<file path="config.mk">
export PLATFORM = sky130hd
export DESIGN_NAME = optimal_page_replacement_top
export DESIGN_NICKNAME = d
export VERILOG_FILES = /design/src/sv/opr_pkg.sv /design/src/sv/opr_ctrl.sv /design/src/sv/opr_dp.sv /design/src/sv/optimal_page_replacement_top.sv
export SDC_FILE = /design/constraint.sdc
export NUM_CORES = 1
export LEC_CHECK = 0
export ABC_AREA = 1
export BUFFER_PORTS_ARGS = -buffer_cell sky130_fd_sc_hd__buf_2
export CAP_MARGIN = 10
export CORE_ASPECT_RATIO = 1.25
export CORE_MARGIN = 3
export CORE_UTILIZATION = 35
export CTS_CLUSTER_DIAMETER = 80
export DETAILED_ROUTE_END_ITERATION = 6
export PLACE_DENSITY = 0.46
export SYNTH_ARGS = -nofsm -noshare
export SYNTH_HDL_FRONTEND = slang
export SYNTH_HIERARCHICAL = 1
export SYNTH_SLANG_ARGS = --single-unit
</file>
<file path="constraint.sdc">
create_clock -name clk -period 4.5 [get_ports clk]
set_clock_uncertainty 0.2 [all_clocks]
set_input_delay 0.45 -clock clk [delete_from_list [all_inputs] [get_ports clk]]
set_output_delay 0.45 -clock clk [all_outputs]
set_load 0.1 [all_outputs]
</file>
<file path="src/sv/opr_pkg.sv">
// opr_pkg: shared types and constants for the optimal page replacement block
// transfer payload structs, controller/datapath command and status structs
// no dependencies

package opr_pkg;

    localparam int PAGE_BITS      = 12;
    localparam int SLOT_W         = 3;
    localparam int FAULT_W        = 7;
    localparam int FC_CFG_W       = 4;
    localparam int DEF_MAX_REFS   = 64;
    localparam int DEF_MAX_FRAMES = 8;

    localparam logic [FC_CFG_W-1:0] FRAME_COUNT_RST = 4'd3;

    typedef struct packed {
        logic [PAGE_BITS-1:0] ref_page;
        logic                 ref_last;
    } item_t;

    typedef struct packed {
        logic [PAGE_BITS-1:0] out_page;
        logic                 hit;
        logic [SLOT_W-1:0]    slot_written;
        logic                 evicted_valid;
        logic [PAGE_BITS-1:0] evicted_page;
        logic [FAULT_W-1:0]   fault_total;
        logic                 truncated;
        logic                 run_last;
    } result_t;

    typedef struct packed {
        logic accept;
        logic begin_run;
        logic read_cur;
        logic look;
        logic scan;
        logic pick;
        logic evict;
    } cmd_t;

    typedef struct packed {
        logic resolved;
        logic scan_done;
        logic pick_done;
        logic is_last;
    } status_t;

endpackage

</file>
<file path="src/sv/opr_ctrl.sv">
// opr_ctrl: sequencing state machine for loading and replaying the reference string
// depends on opr_pkg (cmd_t, status_t)

module opr_ctrl (
    input  logic             clk,
    input  logic             rst_n,
    input  logic             start,
    input  logic             ref_last,
    input  opr_pkg::status_t status,
    output opr_pkg::cmd_t    cmd,
    output logic             busy
);
    import opr_pkg::*;

    localparam logic [2:0] S_LOAD  = 3'd0;
    localparam logic [2:0] S_READ  = 3'd1;
    localparam logic [2:0] S_LOOK  = 3'd2;
    localparam logic [2:0] S_SCAN  = 3'd3;
    localparam logic [2:0] S_PICK  = 3'd4;
    localparam logic [2:0] S_EVICT = 3'd5;

    logic [2:0] state_reg;
    logic [2:0] state_next;

    always_ff @(posedge clk or negedge rst_n)
    begin
        if (!rst_n)
        begin
            state_reg <= S_LOAD;
        end
        else
        begin
            state_reg <= state_next;
        end
    end

    always_comb
    begin
        cmd        = '0;
        state_next = state_reg;
        unique case (state_reg)
            S_LOAD:
            begin
                if (start)
                begin
                    cmd.accept = 1'b1;
                    if (ref_last)
                    begin
                        cmd.begin_run = 1'b1;
                        state_next    = S_READ;
                    end
                end
            end
            S_READ:
            begin
                cmd.read_cur = 1'b1;
                state_next   = S_LOOK;
            end
            S_LOOK:
            begin
                cmd.look = 1'b1;
                if (status.resolved)
                begin
                    state_next = status.is_last ? S_LOAD : S_READ;
                end
                else
                begin
                    state_next = S_SCAN;
                end
            end
            S_SCAN:
            begin
                cmd.scan = 1'b1;
                if (status.scan_done)
                begin
                    state_next = S_PICK;
                end
            end
            S_PICK:
            begin
                cmd.pick = 1'b1;
                if (status.pick_done)
                begin
                    state_next = S_EVICT;
                end
            end
            S_EVICT:
            begin
                cmd.evict  = 1'b1;
                state_next = status.is_last ? S_LOAD : S_READ;
            end
            default:
            begin
                state_next = S_LOAD;
            end
        endcase
    end

    assign busy = (state_reg != S_LOAD);

endmodule

</file>
<file path="src/sv/opr_dp.sv">
// opr_dp: reference memory, frame lanes, next-use scan lanes, counters and result register
// depends on opr_pkg (item_t, result_t, cmd_t, status_t, constants)

module opr_dp #(
    parameter int MAX_REFS   = opr_pkg::DEF_MAX_REFS,
    parameter int MAX_FRAMES = opr_pkg::DEF_MAX_FRAMES
) (
    input  logic                            clk,
    input  logic                            rst_n,
    input  opr_pkg::cmd_t                   cmd,
    input  opr_pkg::item_t                  item,
    input  logic                            cfg_we,
    input  logic [opr_pkg::FC_CFG_W-1:0]    cfg_data,
    output opr_pkg::status_t                status,
    output logic                            result_strobe,
    output opr_pkg::result_t                result
);
    import opr_pkg::*;

    localparam int CNT_W = $clog2(MAX_REFS + 1);
    localparam int IDX_W = (MAX_REFS > 1) ? $clog2(MAX_REFS) : 1;
    localparam int FC_W  = $clog2(MAX_FRAMES + 1);
    localparam int FI_W  = (MAX_FRAMES > 1) ? $clog2(MAX_FRAMES) : 1;

    logic [PAGE_BITS-1:0] mem [MAX_REFS];
    logic [PAGE_BITS-1:0] rd_data_reg;
    logic                 rd_en;
    logic [IDX_W-1:0]     rd_addr;

    logic [CNT_W-1:0]     count_reg;
    logic                 overflow_reg;
    logic [FC_CFG_W-1:0]  frame_count_reg;
    logic [FC_W-1:0]      nf_reg;
    logic [FC_W-1:0]      nf_calc;
    logic [FC_W-1:0]      filled_reg;
    logic [FAULT_W-1:0]   fault_reg;
    logic [IDX_W-1:0]     k_reg;

    logic [PAGE_BITS-1:0] frame_reg [MAX_FRAMES];
    logic [MAX_FRAMES-1:0] valid_reg;
    logic [MAX_FRAMES-1:0] found_reg;
    logic [IDX_W-1:0]     dist_reg [MAX_FRAMES];

    logic [CNT_W-1:0]     scan_addr_reg;
    logic                 pend_reg;
    logic [IDX_W-1:0]     data_idx_reg;
    logic [FI_W-1:0]      pick_idx_reg;
    logic [FI_W-1:0]      best_reg;
    logic [IDX_W-1:0]     best_dist_reg;
    logic [PAGE_BITS-1:0] cur_page_reg;

    logic                 strobe_reg;
    result_t              result_reg;

    logic [MAX_FRAMES-1:0] hit_vec;
    logic [MAX_FRAMES-1:0] match_vec;
    logic                 hit;
    logic                 free_slot;
    logic                 is_last;
    logic                 scan_issue;
    logic                 emit;
    logic [FI_W-1:0]      fill_idx;
    logic                 pick_found;
    logic [IDX_W-1:0]     pick_dist;
    logic                 pick_better;

    always_comb
    begin
        if (frame_count_reg == '0)
        begin
            nf_calc = FC_W'(1);
        end
        else if (int'(frame_count_reg) > MAX_FRAMES)
        begin
            nf_calc = FC_W'(MAX_FRAMES);
        end
        else
        begin
            nf_calc = FC_W'(frame_count_reg);
        end
    end

    always_comb
    begin
        for (int i = 0; i < MAX_FRAMES; i++)
        begin
            match_vec[i] = (frame_reg[i] == rd_data_reg);
            hit_vec[i]   = valid_reg[i] && (FC_W'(i) < nf_reg) && match_vec[i];
        end
    end

    assign hit         = |hit_vec;
    assign free_slot   = (filled_reg < nf_reg);
    assign is_last     = ((CNT_W'(k_reg) + CNT_W'(1)) == count_reg);
    assign scan_issue  = cmd.scan && (scan_addr_reg < count_reg);
    assign emit        = (cmd.look && (hit || free_slot)) || cmd.evict;
    assign fill_idx    = FI_W'(filled_reg);
    assign pick_found  = found_reg[pick_idx_reg];
    assign pick_dist   = dist_reg[pick_idx_reg];
    assign pick_better = (pick_idx_reg == '0) || (pick_dist > best_dist_reg);

    assign rd_en   = cmd.read_cur || scan_issue;
    assign rd_addr = cmd.read_cur ? k_reg : scan_addr_reg[IDX_W-1:0];

    assign status.resolved  = hit || free_slot;
    assign status.scan_done = !scan_issue && !pend_reg;
    assign status.pick_done = !pick_found
                              || ((FC_W'(pick_idx_reg) + FC_W'(1)) == nf_reg);
    assign status.is_last   = is_last;

    // reference memory
    always_ff @(posedge clk)
    begin
        if (cmd.accept && (count_reg < CNT_W'(MAX_REFS)))
        begin
            mem[count_reg[IDX_W-1:0]] <= item.ref_page;
        end
        if (rd_en)
        begin
            rd_data_reg <= mem[rd_addr];
        end
    end

    // control state
    always_ff @(posedge clk or negedge rst_n)
    begin
        if (!rst_n)
        begin
            count_reg       <= '0;
            overflow_reg    <= 1'b0;
            frame_count_reg <= FRAME_COUNT_RST;
            nf_reg          <= FC_W'(1);
            filled_reg      <= '0;
            fault_reg       <= '0;
            k_reg           <= '0;
            valid_reg       <= '0;
            found_reg       <= '0;
            pend_reg        <= 1'b0;
            scan_addr_reg   <= '0;
            pick_idx_reg    <= '0;
            strobe_reg      <= 1'b0;
        end
        else
        begin
            strobe_reg <= emit;
            if (cfg_we)
            begin
                frame_count_reg <= cfg_data;
            end
            if (cmd.accept)
            begin
                if (count_reg < CNT_W'(MAX_REFS))
                begin
                    count_reg <= count_reg + CNT_W'(1);
                end
                else
                begin
                    overflow_reg <= 1'b1;
                end
            end
            if (cmd.begin_run)
            begin
                nf_reg     <= nf_calc;
                valid_reg  <= '0;
                filled_reg <= '0;
                fault_reg  <= '0;
                k_reg      <= '0;
            end
            if (cmd.look && !hit && free_slot)
            begin
                valid_reg[fill_idx] <= 1'b1;
                filled_reg          <= filled_reg + FC_W'(1);
                fault_reg           <= fault_reg + FAULT_W'(1);
            end
            if (cmd.look && !hit && !free_slot)
            begin
                scan_addr_reg <= CNT_W'(k_reg) + CNT_W'(1);
                pend_reg      <= 1'b0;
                found_reg     <= '0;
                pick_idx_reg  <= '0;
            end
            if (cmd.scan)
            begin
                pend_reg <= scan_issue;
                if (scan_issue)
                begin
                    scan_addr_reg <= scan_addr_reg + CNT_W'(1);
                end
                if (pend_reg)
                begin
                    found_reg <= found_reg | match_vec;
                end
            end
            if (cmd.pick)
            begin
                pick_idx_reg <= pick_idx_reg + FI_W'(1);
            end
            if (cmd.evict)
            begin
                valid_reg[best_reg] <= 1'b1;
                fault_reg           <= fault_reg + FAULT_W'(1);
            end
            if (emit)
            begin
                if (is_last)
                begin
                    count_reg    <= '0;
                    overflow_reg <= 1'b0;
                    k_reg        <= '0;
                end
                else
                begin
                    k_reg <= k_reg + IDX_W'(1);
                end
            end
        end
    end

    // payload
    always_ff @(posedge clk)
    begin
        if (cmd.look)
        begin
            cur_page_reg <= rd_data_reg;
        end
        if (cmd.look && !hit && free_slot)
        begin
            frame_reg[fill_idx] <= rd_data_reg;
        end
        if (cmd.scan && pend_reg)
        begin
            for (int i = 0; i < MAX_FRAMES; i++)
            begin
                if (!found_reg[i] && match_vec[i])
                begin
                    dist_reg[i] <= data_idx_reg;
                end
            end
        end
        if (scan_issue)
        begin
            data_idx_reg <= scan_addr_reg[IDX_W-1:0];
        end
        if (cmd.pick && (!pick_found || pick_better))
        begin
            best_reg      <= pick_idx_reg;
            best_dist_reg <= pick_dist;
        end
        if (cmd.evict)
        begin
            frame_reg[best_reg] <= cur_page_reg;
        end
        if (emit)
        begin
            result_reg.truncated   <= overflow_reg;
            result_reg.run_last    <= is_last;
            if (cmd.evict)
            begin
                result_reg.out_page      <= cur_page_reg;
                result_reg.hit           <= 1'b0;
                result_reg.slot_written  <= SLOT_W'(best_reg);
                result_reg.evicted_valid <= 1'b1;
                result_reg.evicted_page  <= frame_reg[best_reg];
                result_reg.fault_total   <= fault_reg + FAULT_W'(1);
            end
            else
            begin
                result_reg.out_page      <= rd_data_reg;
                result_reg.hit           <= hit;
                result_reg.slot_written  <= hit ? '0 : SLOT_W'(fill_idx);
                result_reg.evicted_valid <= 1'b0;
                result_reg.evicted_page  <= '0;
                result_reg.fault_total   <= hit ? fault_reg : fault_reg + FAULT_W'(1);
            end
        end
    end

    assign result_strobe = strobe_reg;
    assign result        = result_reg;

endmodule

</file>
<file path="src/sv/optimal_page_replacement_top.sv">
// optimal_page_replacement_top: top level of the optimal (farthest next use) page replacement block
// depends on opr_pkg, opr_ctrl, opr_dp
//
// usage
//   item transfer: start with busy low takes one reference (ref_page, ref_last)
//   a reference without ref_last is stored and gives no result
//   references beyond MAX_REFS are dropped and every result of that run shows truncated
//   ref_last starts the run: busy goes high and one result per stored reference follows
//   result transfer: result_strobe marks result for exactly one cycle, it cannot be held off
//   cfg_we/cfg_data write frame_count at any edge; it is sampled when the run starts
// steps per reference of a run
//   hit or fill of a free frame: memory read, then frame compare
//   replacement: memory read and frame compare, then the single read port of the
//   reference memory scans future references one per cycle, then a walk over
//   the frame lanes picks the victim, which is then evicted
//   the result is registered and appears in the cycle after its decision; busy drops with the last result
// reset
//   rst_n clears counts, valid bits and the run; frame_count returns to 3

module optimal_page_replacement_top #(
    parameter int MAX_REFS   = opr_pkg::DEF_MAX_REFS,
    parameter int MAX_FRAMES = opr_pkg::DEF_MAX_FRAMES
) (
    input  logic                         clk,
    input  logic                         rst_n,
    input  logic                         start,
    output logic                         busy,
    input  opr_pkg::item_t               item,
    input  logic                         cfg_we,
    input  logic [opr_pkg::FC_CFG_W-1:0] cfg_data,
    output logic                         result_strobe,
    output opr_pkg::result_t             result
);
    import opr_pkg::*;

    cmd_t    cmd;
    status_t status;

    opr_ctrl u_ctrl (
        .clk      (clk),
        .rst_n    (rst_n),
        .start    (start),
        .ref_last (item.ref_last),
        .status   (status),
        .cmd      (cmd),
        .busy     (busy)
    );

    opr_dp #(
        .MAX_REFS   (MAX_REFS),
        .MAX_FRAMES (MAX_FRAMES)
    ) u_dp (
        .clk           (clk),
        .rst_n         (rst_n),
        .cmd           (cmd),
        .item          (item),
        .cfg_we        (cfg_we),
        .cfg_data      (cfg_data),
        .status        (status),
        .result_strobe (result_strobe),
        .result        (result)
    );

    a_strobe_from_run: assert property (@(posedge clk) disable iff (!rst_n)
        result_strobe |-> $past(busy))
        else $error("result without a run in progress");

    a_last_ends_run: assert property (@(posedge clk) disable iff (!rst_n)
        (result_strobe && result.run_last) |-> !busy)
        else $error("still busy after the final result");

    a_load_stays_idle: assert property (@(posedge clk) disable iff (!rst_n)
        (start && !busy && !item.ref_last) |=> !busy)
        else $error("loading a reference started a run");

    a_hit_no_evict: assert property (@(posedge clk) disable iff (!rst_n)
        (result_strobe && result.hit) |-> (!result.evicted_valid && result.slot_written == '0))
        else $error("hit result reports a frame write");

endmodule
</file>
==> summary by stage, run 1 <==
Synth
Synthesis inferred 1056 register bits. The prevailing post-synth register cell is edfxtp_1. Synthesis produced a netlist whose cell count is 3944. The post-synth net total is 3987.

The synthesized netlist contains 49 unique library cells. The number of flops mapped to enable cells by yosys is 989. The synthesized area per cell is 11.49 sq um. The Yosys step of the flow raised 6 warnings. The async set or reset register ratio after synthesis is 6.061%. After synthesis, flip-flops and latches occupy 69.19% of the total area. After synthesis the cells add up to 45330 sq um.

Timing
The hold slack is 0.08447 ns. The achievable clock frequency is 251.6 MHz. Setup repair after global routing left no endpoint under its margin. The tightest slew margin relative to the limit is 25.85%. Setup total negative slack on the finished layout was measured at 0 ns. The final-report setup violation count is 0. After layout, the worst path uses 88.32% of the clock period.

The final critical path time including I/O delays and setup is 3.974 ns. The number of hold violations in the final report is 0. The transition time of the tightest slew-check pin is 1.112 ns. The final-report max-slew violation count is 0.

Clocking
The clock drives 1056 sinks. The H-tree depth is 3. The number of setup buffers added after CTS is 0.

In this run, CTS created clock tree buffers numbering 111. No sink is reached through more buffers than the 3 on the longest clock path. The cell chosen for the clock root is clkbuf_16. The post-cts resize count is 0. At the later pin of the worst-skew pair, clock insertion delay measures 0.73 ns.

TritonCTS built the clock tree. The post-CTS clock slew at the launch and capture registers of the worst setup and hold paths is 0.06 ns.

Worst setup path
For the worst flop-to-flop path, the logic depth is 13. The category of the most critical setup path is flip-flop to flip-flop. Data on the critical path is required at its endpoint by 4.55 ns. The critical path data arrival time is 4.03 ns. The largest driver fanout on the critical path is 17. The critical path launch point type is a flip-flop. The element type at the critical path end is a flip-flop.

Floorplanning
The width of the chip is 327.9 um. The effective utilization at floorplan is 35.26%. The placement row count is 147. The placeable core region is 128600 sq um. The area of the die is 133900 sq um. The die is 408.4 um tall. The I/O pin count is 61.

Final layout
The number of nets at the end of the flow is 4085. The fraction of layout instances using a drive strength above 1 is 10.10%. The register with the most flip-flops in the layout has 768 of them. The number of antenna repair diodes is 0.

The layout overhead on the synthesized area is 13.75%. Summing all non-filler instances in the final layout gives an area of 51560 sq um. The layout has 12280 filler cells.

The final cell count without fillers is 5842.

Detailed routing
The detail-routed via count per cell is 5.221. The count of nets left with antenna violations once routing finished came out at 0. The routed via count is 30500. The wire length per cell after detailed routing is 23.44 um. For this block, the initial DRC count from the detailed router was 2775. The residual DRC count is 0. The number of iterations in the first detailed-routing pass is 6. The sum of routed wire length over all layers is 136900 um.

Placed design
After detailed placement, the total cell area comes to 48060 sq um. The number of instances in the placed design is 5629. The final weighted congestion in routability-driven placement is 0.8515. The quantity of I/O buffers inserted on ports is 60. The half-perimeter wire length after placement is 84630 um.

Power and ir drop
Per report_power, the clock group accounts for 25.0% of the total. The internal power summed over all cells is 20.18 mW. VDD sags by at most 0.4978 mV. The proportion of total power due to net switching is 41.88%. The power dissipated by switching net loads is 14.54 mW.

In this run the power density over the cells is 673.4 nW/um^2. The total leakage power is 18.08 nW. The share of total power dissipated in sequential elements is 36.1%. Combinational cells account for 38.9% of the total power.

Global route
The initial antenna violation count is 0. The overall track demand over capacity in global routing is 20.13%. The total overflow reported by the global router is 0. The number of global-route vias before repair is 29380.

The global-route wire length before repair is 200300 um. Entering global routing, the biggest net connects 88 pins.

Hold path
The tightest min-delay check is of the input pin to flip-flop type. Counting instances, the worst hold path has a depth of 1.

Run
Across the run, the number of max-cap violations was 0.

Outcome
The flow ran to the end, and the final reports show no timing, DRC or antenna violations.
synth_stat cells, types with 3 or more instances:
cell type / count / area (sq um)
buf_2: 24 / 120.1
nand3_1: 188 / 940.9
clkbuf_2: 5 / 25.02
o21bai_1: 3 / 22.52
nand2_1: 520 / 1952
nor3_1: 8 / 40.04
dfxtp_1: 3 / 60.06
a21oi_2: 7 / 61.31
a21boi_0: 4 / 30.03
inv_1: 198 / 743.2
clkinv_1: 7 / 26.28
clkbuf_1: 158 / 593.1
edfxtp_1: 989 / 29700
nand4_1: 26 / 162.7
buf_1: 10 / 37.54
nor2_2: 5 / 31.28
o21ai_1: 16 / 80.08
xor2_1: 25 / 219.0
dfstp_2: 3 / 78.83
a31oi_1: 19 / 118.9
buf_4: 31 / 232.7
xnor2_1: 17 / 148.9
nor2_1: 604 / 2267
buf_6: 15 / 168.9
o21ai_0: 606 / 3033
ha_1: 22 / 275.3
dfrtp_1: 61 / 1526
o211ai_1: 98 / 735.7
o221ai_1: 101 / 884.6
inv_2: 16 / 60.06
a21oi_1: 69 / 345.3
o22ai_1: 61 / 381.6
layout by cell type (no fill, tap or decap), drive strengths merged, types with 8 or more instances in the layout:
master         n
ha            22
dlygate4sd3   13
clkinv        50
dfrtp         61
o22ai         61
edfxtp       989
inv          221
nand2        523
nor3           8
nor2         611
a21oi         76
clkbuf       142
xnor2         17
buf          216
a31oi         19
o211ai        98
xor2          25
nand3        190
o21ai        625
nand4         26
o221ai       101
area by class of cell:
| class | count | area [sq um] | share of cell area, % |
|---|---|---|---|
| Timing Repair Buffer | 229 | 1829 | 3.548 |
| Inverter | 221 | 842.1 | 1.633 |
| Clock buffer | 142 | 2915 | 5.654 |
| Sequential cell | 1056 | 31360 | 60.83 |
| Multi-Input combinational cell | 2423 | 12020 | 23.30 |
| Tap cell | 1713 | 2143 | 4.157 |
| Clock inverter | 58 | 452.9 | 0.8784 |
metrics by stage:
step                total power [mW]  setup slack, ns  util (%)
global placement               26.35           0.5276     37.38
CTS                            35.13           0.4790     40.11
floorplan                      21.56           0.8348         -
global route                   36.85           0.2508     40.11
finish                         34.72           0.5256     40.11
detailed placement             26.35           0.5009     37.38
metal layers:
metal  share of wire (%)  global-route usage, %
met5                   0                      0
met4                 2.6                  5.987
met3                 4.7                  2.612
met2                  49                  34.25
met1                  43                  26.82
final timing paths:
kind | from | to | slack (ns)
worst max-delay path | u_dp/rd_data_reg[7] | u_dp/frame_reg[3][6] | 0.53
worst min-delay path | item[10] | u_dp/mem[55][9] | 0.08
worst max register to register | u_dp/rd_data_reg[7] | u_dp/frame_reg[3][6] | 0.53
worst min register to register | u_dp/valid_reg[5] | u_dp/valid_reg[5] | 0.30
max in group asynchronous | rst_n | u_dp/fault_reg[0] | 3.32
min in group asynchronous | rst_n | u_dp/pick_idx_reg[1] | 0.20
worst max-delay path: stages (launching register included):
cell	delay, ns
edfxtp_1	0.88
inv_2	0.25
nand2_1	0.11
nand2_1	0.05
nor2_1	0.19
nand2_1	0.12
nor2_1	0.36
nand3_1	0.12
nand2_1	0.13
nor2_4	0.06
nand4_1	0.21
inv_2	0.14
nand2_1	0.16
nand2_1	0.49
power groups by stage:
stage / clock (mW) / sequential, mW / combinational [mW]
2_1_floorplan: 0 / 13.3 / 8.26
3_3_place_gp: 0 / 12.7 / 13.6
3_5_place_dp: 0 / 12.7 / 13.6
4_1_cts: 8.93 / 12.5 / 13.7
5_1_grt: 9.31 / 12.6 / 14.9
6_report: 8.68 / 12.5 / 13.5
cells by family after synthesis:
| kind of cell | synth area share (%) |
|---|---|
| muxes | 0.04968 |
| adders and majority gates | 0.6072 |
| AOI/OAI and AO/OA | 12.75 |
| and+or+nand+nor | 12.13 |
| buffers and inverters | 4.460 |
| DFF | 69.19 |
| xor gates and xnor gates | 0.8115 |
repair_timing:
action | 4_1_cts | 5_1_grt
setup endpoints to repair | 0 | 0
hold buffers | 13 | 0
hold endpoints to repair | 75 | 0
Note: power is estimated with default switching activity, not from simulation.
==> inputs of run 2 (changes only) <==
--- a/config.mk
+++ b/config.mk
@@ -13,7 +13,7 @@
 export CORE_UTILIZATION = 35
 export CTS_CLUSTER_DIAMETER = 80
 export DETAILED_ROUTE_END_ITERATION = 6
-export PLACE_DENSITY = 0.46
+export PLACE_DENSITY = 0.51
 export SYNTH_ARGS = -nofsm -noshare
 export SYNTH_HDL_FRONTEND = slang
 export SYNTH_HIERARCHICAL = 1
==> summary by stage, run 2 (synthesis gave the netlist of run 1 again) <==
Floorplanning
In this run the horizontal extent of the chip is 327.9 um. The floorplan step defined a core boundary enclosing 128600 sq um. The placement row count is 147. The effective utilization at floorplan is 35.26%.

61 I/O pins were placed. The area of the die is 133900 sq um. The die is 408.4 um tall.

Final layout
The library cell used most frequently in the layout, excluding fill and tap cells, is edfxtp_1. The register with the most flip-flops in the layout has 768 of them. In the layout the commonest cells are edfxtp_1, o21ai_0, nor2_1, nand2_1, inv_1.

The core utilization of the finished layout is 40.26%. The layout overhead on the synthesized area is 14.18%. Of the cells placed in the final design, the portion with a size suffix greater than 1 is 10.45%. The repair_antennas step left the layout with diodes totalling 0. The number of nets at the end of the flow is 4092.

Clocking
Clock latency on the worst-skew pair, taken at its later pin, is 0.73 ns. The number of buffers inserted to repair setup after CTS is 0. The clock passes through at most 3 buffers. In this run the clock root is driven by a clkbuf_16. CTS built an H-tree with a depth of 3. The number of buffers added to fix hold violations after cts is 13. The total CTS buffers is 110. The CTS tree is built. For this design, the sink count on the clock tree is 1056. The post-CTS clock slew at the launch and capture registers of the worst setup and hold paths is 0.07 ns. The post-cts resize count is 0.

Detailed routing
The first detailed-routing pass took 6 iterations. The routed via count is 30900. For this block, the initial DRC count from the detailed router was 3051.

In the routed design, unresolved DRC markers number 0. The wire length per cell after detailed routing is 23.32 um. After detailed routing, the number of vias per cell comes to 5.278. The detail route stage leaves a number of antenna-violating nets equal to 0. Summed over all layers, the routed wires come to 136600 um.

Placed design
At the placement stage, the worst setup path has a slack of 0.6417 ns. The half-perimeter wire length after placement is 84250 um. Port buffering added 60 buffers.

The congestion estimate from routability-driven global placement came to 0.9098.

Worst setup path
The source of the critical timing path is u_ctrl/state_reg[1]. Data on the critical path is required at its endpoint by 4.82 ns. The source of the worst register-to-register timing path is u_ctrl/state_reg[1].

Across all register-to-register paths, the minimum setup slack is 0.59 ns. The category of the most critical setup path is flip-flop to flip-flop. STA puts the critical path data arrival time at 4.23 ns. Measured in cells, the most critical reg-to-reg path has a length of 14. Along the worst path, the maximum fanout reaches 65. The worst setup path is captured at a flip-flop. STA classifies the critical path startpoint as a flip-flop. The most critical setup path has its endpoint at u_dp/rd_data_reg[3].

The terminus of the critical flop-to-flop path is u_dp/rd_data_reg[3].

Timing
After routing, the total negative slack on setup checks comes to 0 ns. Of the available clock period, the critical path in the final layout requires 86.88%. The number of hold violations in the final report was 0.

Setup violations remaining at the end of the flow were counted as 0. The final-report max-slew violation count is 0. Based on the critical path, the design can be clocked at up to 255.8 MHz. Headroom to the max-slew limit came out at 28.02%. Hold timing on the final database bottoms out at a slack of 0.05646 ns.

The slack of the critical path is 0.5904 ns. After layout, the minimum clock period comes to 3.910 ns. The transition time of the tightest slew-check pin is 1.080 ns. Setup repair after global routing left no endpoint under its margin.

Power and ir drop
The total leakage power is 18.20 nW. The peak ir drop on the vdd network is 0.5519 mV. Power spread over the standard cell area amounts to 679.5 nW/um^2.

Global route
Across every metal layer, demand over resource in global routing totals 20.07%. The number of global-route vias before repair is 29800. The pin count of the biggest net entering global routing is 119.

The global-route wire length before repair is 200900 um. The initial antenna violation count came to 0. The total overflow reported by the global router is 0.

Outcome
The run finished with clean final reports.

Hold path
The number of stages on the worst hold path is 1. The path class of the lowest-slack min-delay path is input pin to flip-flop. In this run the most critical hold path is launched from item[12].

Run
Across the run, the number of max-cap violations was 0.
## run 2: cell types whose count changed in the layout (fill, tap and decap cells not counted), sizes merged
cell,previous run,this run
bufinv,4,6
buf,216,224
clkbuf,142,150
inv,221,216
clkinvlp,4,1
clkinv,50,53
## run 2: worst min path at each step
stage / slack (ns) / to
after global routing: 0.05 / u_dp/mem[24][11]
after floorplan: -0.05 / u_ctrl/state_reg[0]
final: 0.06 / u_dp/mem[24][11]
after detailed placement: 0.28 / u_dp/valid_reg[1]
after CTS: 0.006 / u_dp/mem[24][11]
after global placement: 0.28 / u_dp/valid_reg[1]
## run 2: area by class of cell
class                           count  area, sq um
Inverter                          221        842.1
Timing Repair Buffer              237         1837
Fill cell                       12310        76810
Tap cell                         1713         2143
Sequential cell                  1056        31360
Multi-Input combinational cell   2423        12010
Clock inverter                     55        521.8
Clock buffer                      150         3038
## run 2: worst max-delay path: stages, from the launching register on
cell and delay [ns]:
dfrtp_1 0.41, inv_1 0.13, nand2_1 0.12, nor2_1 0.27, inv_1 0.09, nand2_1 0.16, nand2_8 0.22, inv_8 0.40
buf_4 0.33, o21ai_0 0.12, o22ai_1 0.31, o211ai_1 0.12, nand3_1 0.23, nand3_1 0.25, nand2_1 0.23
## run 2: power breakdown
group          internal [mW]  switching (mW)  leakage, nW
clock network           5.09            3.88         1.74
logic                   3.53            10.2         6.69
registers               11.8           0.682         9.77
## run 2: per-layer routing
metal | share of wire (%) | wire length (um) | GRT usage (%)
met1 | 42 | 57490 | 26.50
met2 | 48 | 66090 | 33.29
met3 | 5.3 | 7255 | 2.510
met4 | 4.2 | 5718 | 8.531
met5 | 0 | 0 | 0
## run 2: metrics by stage
stage	area, sq um	power [mW]	cells
6_report	51760	35.17	5855
4_1_cts	51760	35.43	5855
3_3_place_gp	48070	26.29	5637
3_5_place_dp	48070	26.37	5637
5_1_grt	51760	37.10	5855
2_1_floorplan	45330	21.56	3944
